`src/rtl/core/stlb_pkg.sv`:
```
`timescale 1ns / 1ps
`default_nettype none
// ----------------------------------------------------------------------------
// stlb_pkg
// Shared types, constants and the double compare for the lower-bound search.
// ----------------------------------------------------------------------------
package stlb_pkg;

    localparam int KEY_W = 64;
    localparam int CNT_W = 11;
    localparam int POS_W = 10;

    localparam logic [0:0] MODE_LOAD  = 1'b0;
    localparam logic [0:0] MODE_QUERY = 1'b1;

    localparam logic [0:0] REG_ENTRY_COUNT = 1'b0;

    // controller -> datapath
    typedef struct packed {
        logic load_key;   // latch key, set up top probe
        logic probe;      // issue RAM read at current address
        logic first_cmp;  // evaluate check against last entry
        logic step;       // evaluate one binary-search step
        logic out_load;   // register result word
    } stlb_cmd_t;

    // datapath -> controller
    typedef struct packed {
        logic empty;      // entry count is zero
        logic above;      // key above last entry
        logic done;       // lo == hi
    } stlb_stat_t;

    // IEEE a <= b, false when either is NaN
    function automatic logic fle(input logic [KEY_W-1:0] a, input logic [KEY_W-1:0] b);
        logic a_nan;
        logic b_nan;
        logic both_zero;
        logic r;
        a_nan = (a[62:52] == 11'h7FF) && (a[51:0] != 52'd0);
        b_nan = (b[62:52] == 11'h7FF) && (b[51:0] != 52'd0);
        both_zero = (a[62:0] == 63'd0) && (b[62:0] == 63'd0);
        if (a_nan || b_nan) begin
            r = 1'b0;
        end else if (both_zero) begin
            r = 1'b1;
        end else if (a[63] != b[63]) begin
            r = a[63];
        end else if (a[63]) begin
            r = (a[62:0] >= b[62:0]);
        end else begin
            r = (a[62:0] <= b[62:0]);
        end
        return r;
    endfunction

endpackage
`default_nettype wire

```
`src/rtl/core/stlb_ctrl.sv`:
```
`timescale 1ns / 1ps
`default_nettype none
// ----------------------------------------------------------------------------
// stlb_ctrl
// Sequencer for load and query words.
// ----------------------------------------------------------------------------
module stlb_ctrl (
    input  wire logic                 aclk,
    input  wire logic                 aresetn,
    input  wire logic                 s_valid,
    output logic                      s_ready,
    input  wire logic                 s_mode,
    input  wire logic                 m_valid,
    input  wire logic                 m_ready,
    input  wire stlb_pkg::stlb_stat_t stat,
    output stlb_pkg::stlb_cmd_t       cmd,
    output logic                      wr_en
);
    typedef enum logic [2:0] {ST_IDLE, ST_LAST, ST_CHECK, ST_PROBE, ST_STEP, ST_OUT} state_t;
    state_t state_reg;

    logic accept;
    assign s_ready = (state_reg == ST_IDLE);
    assign accept  = s_valid && s_ready;
    assign wr_en   = accept && (s_mode == stlb_pkg::MODE_LOAD);

    always_comb begin
        cmd = '0;
        case (state_reg)
            ST_IDLE: begin
                cmd.load_key = accept && (s_mode == stlb_pkg::MODE_QUERY);
                cmd.probe    = cmd.load_key;
            end
            ST_LAST:  cmd.first_cmp = 1'b1;
            ST_CHECK: cmd.probe = !stat.empty && !stat.above && !stat.done;
            ST_PROBE: cmd.probe = 1'b0;
            ST_STEP:  cmd.step = 1'b1;
            ST_OUT:   cmd.out_load = !m_valid || m_ready;
            default:  cmd = '0;
        endcase
    end

    always_ff @(posedge aclk) begin
        if (!aresetn) begin
            state_reg <= ST_IDLE;
        end else begin
            case (state_reg)
                ST_IDLE: if (cmd.load_key) begin
                    state_reg <= ST_LAST;
                end
                ST_LAST:  state_reg <= ST_CHECK;
                ST_CHECK: begin
                    if (cmd.probe) begin
                        state_reg <= ST_STEP;
                    end else begin
                        state_reg <= ST_OUT;
                    end
                end
                ST_PROBE: state_reg <= ST_STEP;
                ST_STEP:  state_reg <= ST_CHECK;
                ST_OUT:   if (cmd.out_load) begin
                    state_reg <= ST_IDLE;
                end
                default:  state_reg <= ST_IDLE;
            endcase
        end
    end
endmodule
`default_nettype wire

```
`config.mk`:
```
export PLATFORM = sky130hd
export DESIGN_NAME = stlb_ctrl
export DESIGN_NICKNAME = d
export VERILOG_FILES = /design/src/rtl/core/stlb_pkg.sv /design/src/rtl/core/stlb_ctrl.sv
export SDC_FILE = /design/constraint.sdc
export NUM_CORES = 1
export LEC_CHECK = 0
export BUFFER_PORTS_ARGS = -buffer_cell sky130_fd_sc_hd__buf_2
export CORE_AREA = 3 3 40 42
export CTS_BUF_LIST = sky130_fd_sc_hd__clkbuf_8 sky130_fd_sc_hd__clkbuf_16
export CTS_CLUSTER_DIAMETER = 200
export DETAILED_ROUTE_END_ITERATION = 16
export DIE_AREA = 0 0 43 45
export PLACE_DENSITY = 0.43
export SLEW_MARGIN = 20
export SYNTH_ARGS = -nofsm -noshare
export SYNTH_HDL_FRONTEND = slang
export SYNTH_SLANG_ARGS = --single-unit
```
`constraint.sdc`:
```
create_clock -name aclk -period 2.59 [get_ports aclk]
set_clock_uncertainty 0.2 [all_clocks]
set_input_delay 0.518 -clock aclk [delete_from_list [all_inputs] [get_ports aclk]]
set_output_delay 0.518 -clock aclk [all_outputs]
set_load 0.05 [all_outputs]
```
Yosys cells after proc, flatten, opt, wreduce, memory -nomap -nowiden
Index checks and enable logic that the tools add are counted.
{"block": "op_classes", "n_eq_ne": 7, "n_mux": 9, "bitwise": 1, "reduce_logical": 13}
{"op": "$pmux W3 S5", "n": 1}
{"op": "$eq A3 B2 Y1 const B", "n": 2}
{"op": "$eq A3 B3 Y1 const B", "n": 2}
{"op": "$mux W3", "n": 2}
{"op": "$logic_and A1 B1 Y1", "n": 5}
{"op": "$mux W1", "n": 5}
{"op": "$logic_not A1 Y1", "n": 4}
{"op": "$eq A3 B1 Y1 const B", "n": 1}
{"op": "$logic_not A3 Y1", "n": 1}
{"op": "$ne A2 B1 Y1 const B", "n": 1}
{"op": "$ne A2 B2 Y1 const B", "n": 1}
{"op": "$pmux W1 S2", "n": 1}
{"op": "$reduce_and A2 Y1", "n": 1}
{"op": "$reduce_or A2 Y1", "n": 1}
{"op": "$logic_or A1 B1 Y1", "n": 1}
{"op": "$not A1 Y1", "n": 1}
{"block": "totals", "regBits": 3, "in_bits": 9, "output_inout_bits": 7, "wordCells": 31}

Longest topological paths before layout
{"block": "logic_depth", "ltp_word": 6, "depth_mapped": 4, "depth_no_buf": 3}

Worst setup path before layout
No wires, ideal clock.
{"block": "synth_path", "path_type": "register to output", "startpoint": "register state_reg[1]", "endpoint": "output wr_en", "t_arrival_ns": 2.137, "required_time_ns": 1.872, "slack_ns": -0.265, "path_stages_with_launch": 4, "n_path_buf": 1, "cell_sequence": "dfxtp_1 -> buf_6 -> nor3_1 -> and3b_1"}
{"block": "synth_between", "elab_chain_len": 3}
{"element": "start: declaration", "line": "stlb_ctrl.sv:20", "source": "state_t state_reg;"}
{"element": "start signal: assignment", "line": "stlb_ctrl.sv:45", "source": "state_reg <= ST_IDLE;"}
{"element": "start signal: assignment", "line": "stlb_ctrl.sv:49", "source": "state_reg <= ST_LAST;"}
{"element": "start signal: assignment", "line": "stlb_ctrl.sv:51", "source": "ST_LAST: state_reg <= ST_CHECK;"}
{"element": "$logic_not A3 Y1", "line": "stlb_ctrl.sv:23", "source": "assign s_ready = (state_reg == ST_IDLE);"}
{"element": "via s_ready", "line": "stlb_ctrl.sv:11", "source": "output logic s_ready,"}
{"element": "$logic_and A1 B1 Y1", "line": "stlb_ctrl.sv:24", "source": "assign accept = s_valid && s_ready;"}
{"element": "$logic_and A1 B1 Y1", "line": "stlb_ctrl.sv:25", "source": "assign wr_en = accept && (s_mode == stlb_pkg::MODE_LOAD);"}
{"element": "end: declaration", "line": "stlb_ctrl.sv:17", "source": "output logic wr_en"}
The timed path passes the listed nets, and every way through them passes these cells.

==> tab_implementation.tex <==
\begin{tabular}{lr}
\hline
Metric & Value \\
\hline
\multicolumn{2}{l}{\textbf{Power}} \\
Int Power & 169 uW \\
Net switching component of the power & 76.9 uW \\
Power after layout & 246 uW \\
Switching share of power & 0.313 \\
Maximum resistive drop on vdd & 0.000133 V \\
Share of power burned in registers & 0.226 \\
Power density normalized to cell area & 680 mW/mm2 \\
Leakage power & 0.000210 uW \\
Clock group share of total power & 0.531 \\
Combinational power share & 0.244 \\
\multicolumn{2}{l}{\textbf{Route}} \\
Drt first-iter violations & 9 \\
Via count of the routed design & 268 \\
Detailed-route wire length per cell & 9.63 um \\
Count of TritonRoute iterations in the first routing pass & 4 \\
Number of vias per cell & 4.47 \\
DR DRC count & 0 \\
Total length of routed wires & 578 um \\
Number of nets with antenna violations after detailed routing & 0 \\
\multicolumn{2}{l}{\textbf{Clock tree}} \\
Clock Latency Late Sink & 210 ps \\
CTS H-Tree Depth & 1 \\
Clock-pin slew reported for the worst setup and hold paths after clock tree synthesis & 30 ps \\
Post\_cts resized & 0 \\
Clk sink count & 3 \\
Post-CTS setup buffer count & 0 \\
Num CTS Buffers & 3 \\
Clock tree from TritonCTS & done \\
Root Buffer Master & sky130\_fd\_sc\_hd\_\_clkbuf\_8 \\
Clock Tree Buf Depth & 2 \\
Total of hold buffers inserted after clock tree synthesis & 0 \\
\multicolumn{2}{l}{\textbf{Synthesis}} \\
Cell area after synthesis & 229 um2 \\
Mean area per synthesized cell & 8.48 um2 \\
Yosys synthesis warning count & 0 \\
Library cells used by synthesis & 20 \\
Count of mapped cells out of synthesis & 27 \\
FF+latch count, synth & 3 \\
Number of nets produced by synthesis & 36 \\
Proportion of synthesized chip area in sequential cells & 0.262 \\
\multicolumn{2}{l}{\textbf{Global routing}} \\
Total congestion overflow after global routing & 0 \\
Overall fraction of global-route tracks in use & 0.0633 \\
Global-route wire length before repair & 897 um \\
Antenna violations before repair & 0 \\
Largest net degree at the start of global routing & 10 \\
Number of global-route vias before repair & 229 \\
\multicolumn{2}{l}{\textbf{Layout}} \\
Area added between synthesis and finish & 57.9\% \\
Net count reported at finish & 55 \\
Antenna diode count & 0 \\
Commonest cells after routing, fill and taps aside & sky130\_fd\_sc\_hd\_\_buf\_2 (15), sky130\_fd\_sc\_hd\_\_nor2\_1 (4), sky130\_fd\_sc\_hd\_\_inv\_1 (3), sky130\_fd\_sc\_hd\_\_clkbuf\_8 (3), sky130\_fd\_sc\_hd\_\_dfxtp\_1 (3) \\
Flip-flop count of the largest register, all copies and words added & 3 \\
Filler Cells Inserted & 147 \\
Register cell area after layout & 60.1 um2 \\
Most common cell after layout, fill and taps aside & sky130\_fd\_sc\_hd\_\_buf\_2 \\
Ratio of cells with drive above 1 in the final layout & 0.467 \\
Multi-input gate area & 155 um2 \\
\multicolumn{2}{l}{\textbf{Timing}} \\
Final count of hold timing violations & 0 \\
Number of max-slew violations in the final report & 0 \\
Total setup violations reported at the end of the flow & 0 \\
Final worst path period share & 0.848 \\
Final total negative setup slack & 0 ps \\
RSZ-0062 raised after global routing & false \\
Maximum operating frequency & 0.455 GHz \\
Worst rel slew slack & 0.759 \\
Worst-margin pin slew & 356 ps \\
Min cycle time layout & 2200 ps \\
\multicolumn{2}{l}{\textbf{Die}} \\
Num rows & 13 \\
Area enclosed by the die boundary & 0.00194 mm2 \\
Initial cell density of the core & 0.178 \\
Die extent in x & 43 um \\
Count of pins on the block boundary & 16 \\
Placeable core region & 0.00128 mm2 \\
Die Y-Extent & 45 um \\
\multicolumn{2}{l}{\textbf{Placement}} \\
Port Buf Inserts & 15 \\
Routability cong. & 0.611 \\
Total half-perimeter wirelength after legalization and detailed placement & 465 um \\
\multicolumn{2}{l}{\textbf{Hold path}} \\
Hold crit path type & in -> reg \\
End point of the worst hold path & state\_reg[0] \\
Launch point of the worst hold path & stat[0] \\
Hold path depth & 3 \\
\multicolumn{2}{l}{\textbf{Setup path}} \\
Cell depth of the worst flop-to-flop path & 3 \\
Worst setup SP type & register \\
Biggest fanout along the worst timing path & 9 \\
Critical path data arrival time & 1480 ps \\
Worst setup slack for register-to-register paths & 1260 ps \\
Crit Path Class & reg -> out \\
Worst reg2reg endpoint & state\_reg[2] \\
CP endpoint kind & output port \\
Required time of the critical path & 1870 ps \\
Launch instance of the worst register-to-register path & state\_reg[2] \\
\multicolumn{2}{l}{\textbf{Outcome}} \\
Outcome & finished clean \\
\multicolumn{2}{l}{\textbf{Job}} \\
Max-cap violations & 0 \\
\hline
\end{tabular}
worst max-delay path: stages (launching register included):
cell	delay [ps]
sky130_fd_sc_hd__dfxtp_1	470
sky130_fd_sc_hd__nor4b_1	360
sky130_fd_sc_hd__o21a_1	180
sky130_fd_sc_hd__buf_2	250
worst max path at each step:
stage	startpoint	slack, ps	to
2_1_floorplan	state_reg[2]	200	cmd[1]
3_3_place_gp	stat[1]	430	cmd[3]
3_5_place_dp	stat[1]	430	cmd[3]
4_1_cts	state_reg[1]	340	cmd[3]
5_1_grt	state_reg[1]	250	cmd[3]
6_report	state_reg[1]	390	cmd[3]
cells by family after synthesis:
family          after synthesis  synth area share
simple gates                 16             0.497
buf+inv                       3            0.0820
compound gates                5             0.158
flops                         3             0.262
stage by stage:
step | utilization | setup slack [ps] | cell area, um2 | hold slack [ps] | std cells
floorplan | - | 197 | 234 | 349 | 27
global placement | 0.246 | 431 | 317 | 424 | 56
detailed placement | 0.246 | 431 | 317 | 416 | 56
CTS | 0.281 | 344 | 362 | 361 | 60
global route | 0.281 | 250 | 362 | 372 | 60
finish | 0.281 | 393 | 362 | 370 | 60
Yosys cell counts:
cell type | n | share of area
sky130_fd_sc_hd__nand3b_4 | 1 | 0.087
sky130_fd_sc_hd__nor4b_1 | 1 | 0.038
sky130_fd_sc_hd__nand3_1 | 1 | 0.022
sky130_fd_sc_hd__buf_6 | 1 | 0.049
sky130_fd_sc_hd__a21oi_1 | 1 | 0.022
sky130_fd_sc_hd__nor3b_1 | 2 | 0.066
sky130_fd_sc_hd__and3b_1 | 1 | 0.038
sky130_fd_sc_hd__nor2_1 | 4 | 0.066
sky130_fd_sc_hd__inv_1 | 2 | 0.033
sky130_fd_sc_hd__and4b_1 | 1 | 0.044
sky130_fd_sc_hd__a21oi_2 | 1 | 0.038
sky130_fd_sc_hd__and3_1 | 1 | 0.027
sky130_fd_sc_hd__or2b_1 | 1 | 0.033
sky130_fd_sc_hd__o21a_1 | 1 | 0.033
sky130_fd_sc_hd__dfxtp_1 | 3 | 0.26
sky130_fd_sc_hd__or3b_1 | 1 | 0.038
sky130_fd_sc_hd__nor3_1 | 1 | 0.022
sky130_fd_sc_hd__a31oi_1 | 1 | 0.027
sky130_fd_sc_hd__o32ai_1 | 1 | 0.038
sky130_fd_sc_hd__nand2_1 | 1 | 0.016
metal layers:
layer  vias to the layer above  GRT usage  wire [um]
met1                       128     0.0723        243
met3                         0          0         21
li1                        135          -          -
met4                         0     0.0723          0
met2                         5      0.102        312
met5                         -          0          0
power groups by stage:
stage | registers, uW | logic (uW) | clock network, uW
2_1_floorplan | 53.3 | 47.8 | 0
3_5_place_dp | 56.3 | 60.4 | 0
6_report | 55.5 | 60.0 | 130
3_3_place_gp | 56.4 | 60.4 | 0
5_1_grt | 56.3 | 64.1 | 136
4_1_cts | 55.7 | 60.5 | 135
area by class of cell:
class	instances	area share
well taps	15	0.0519
inverters	2	0.0208
flip-flops and latches	3	0.166
repair buffers	15	0.208
clock buffers	3	0.114
multi-input cells	21	0.429
clock inverters	1	0.0104
Power figures use the tool's default switching activity.
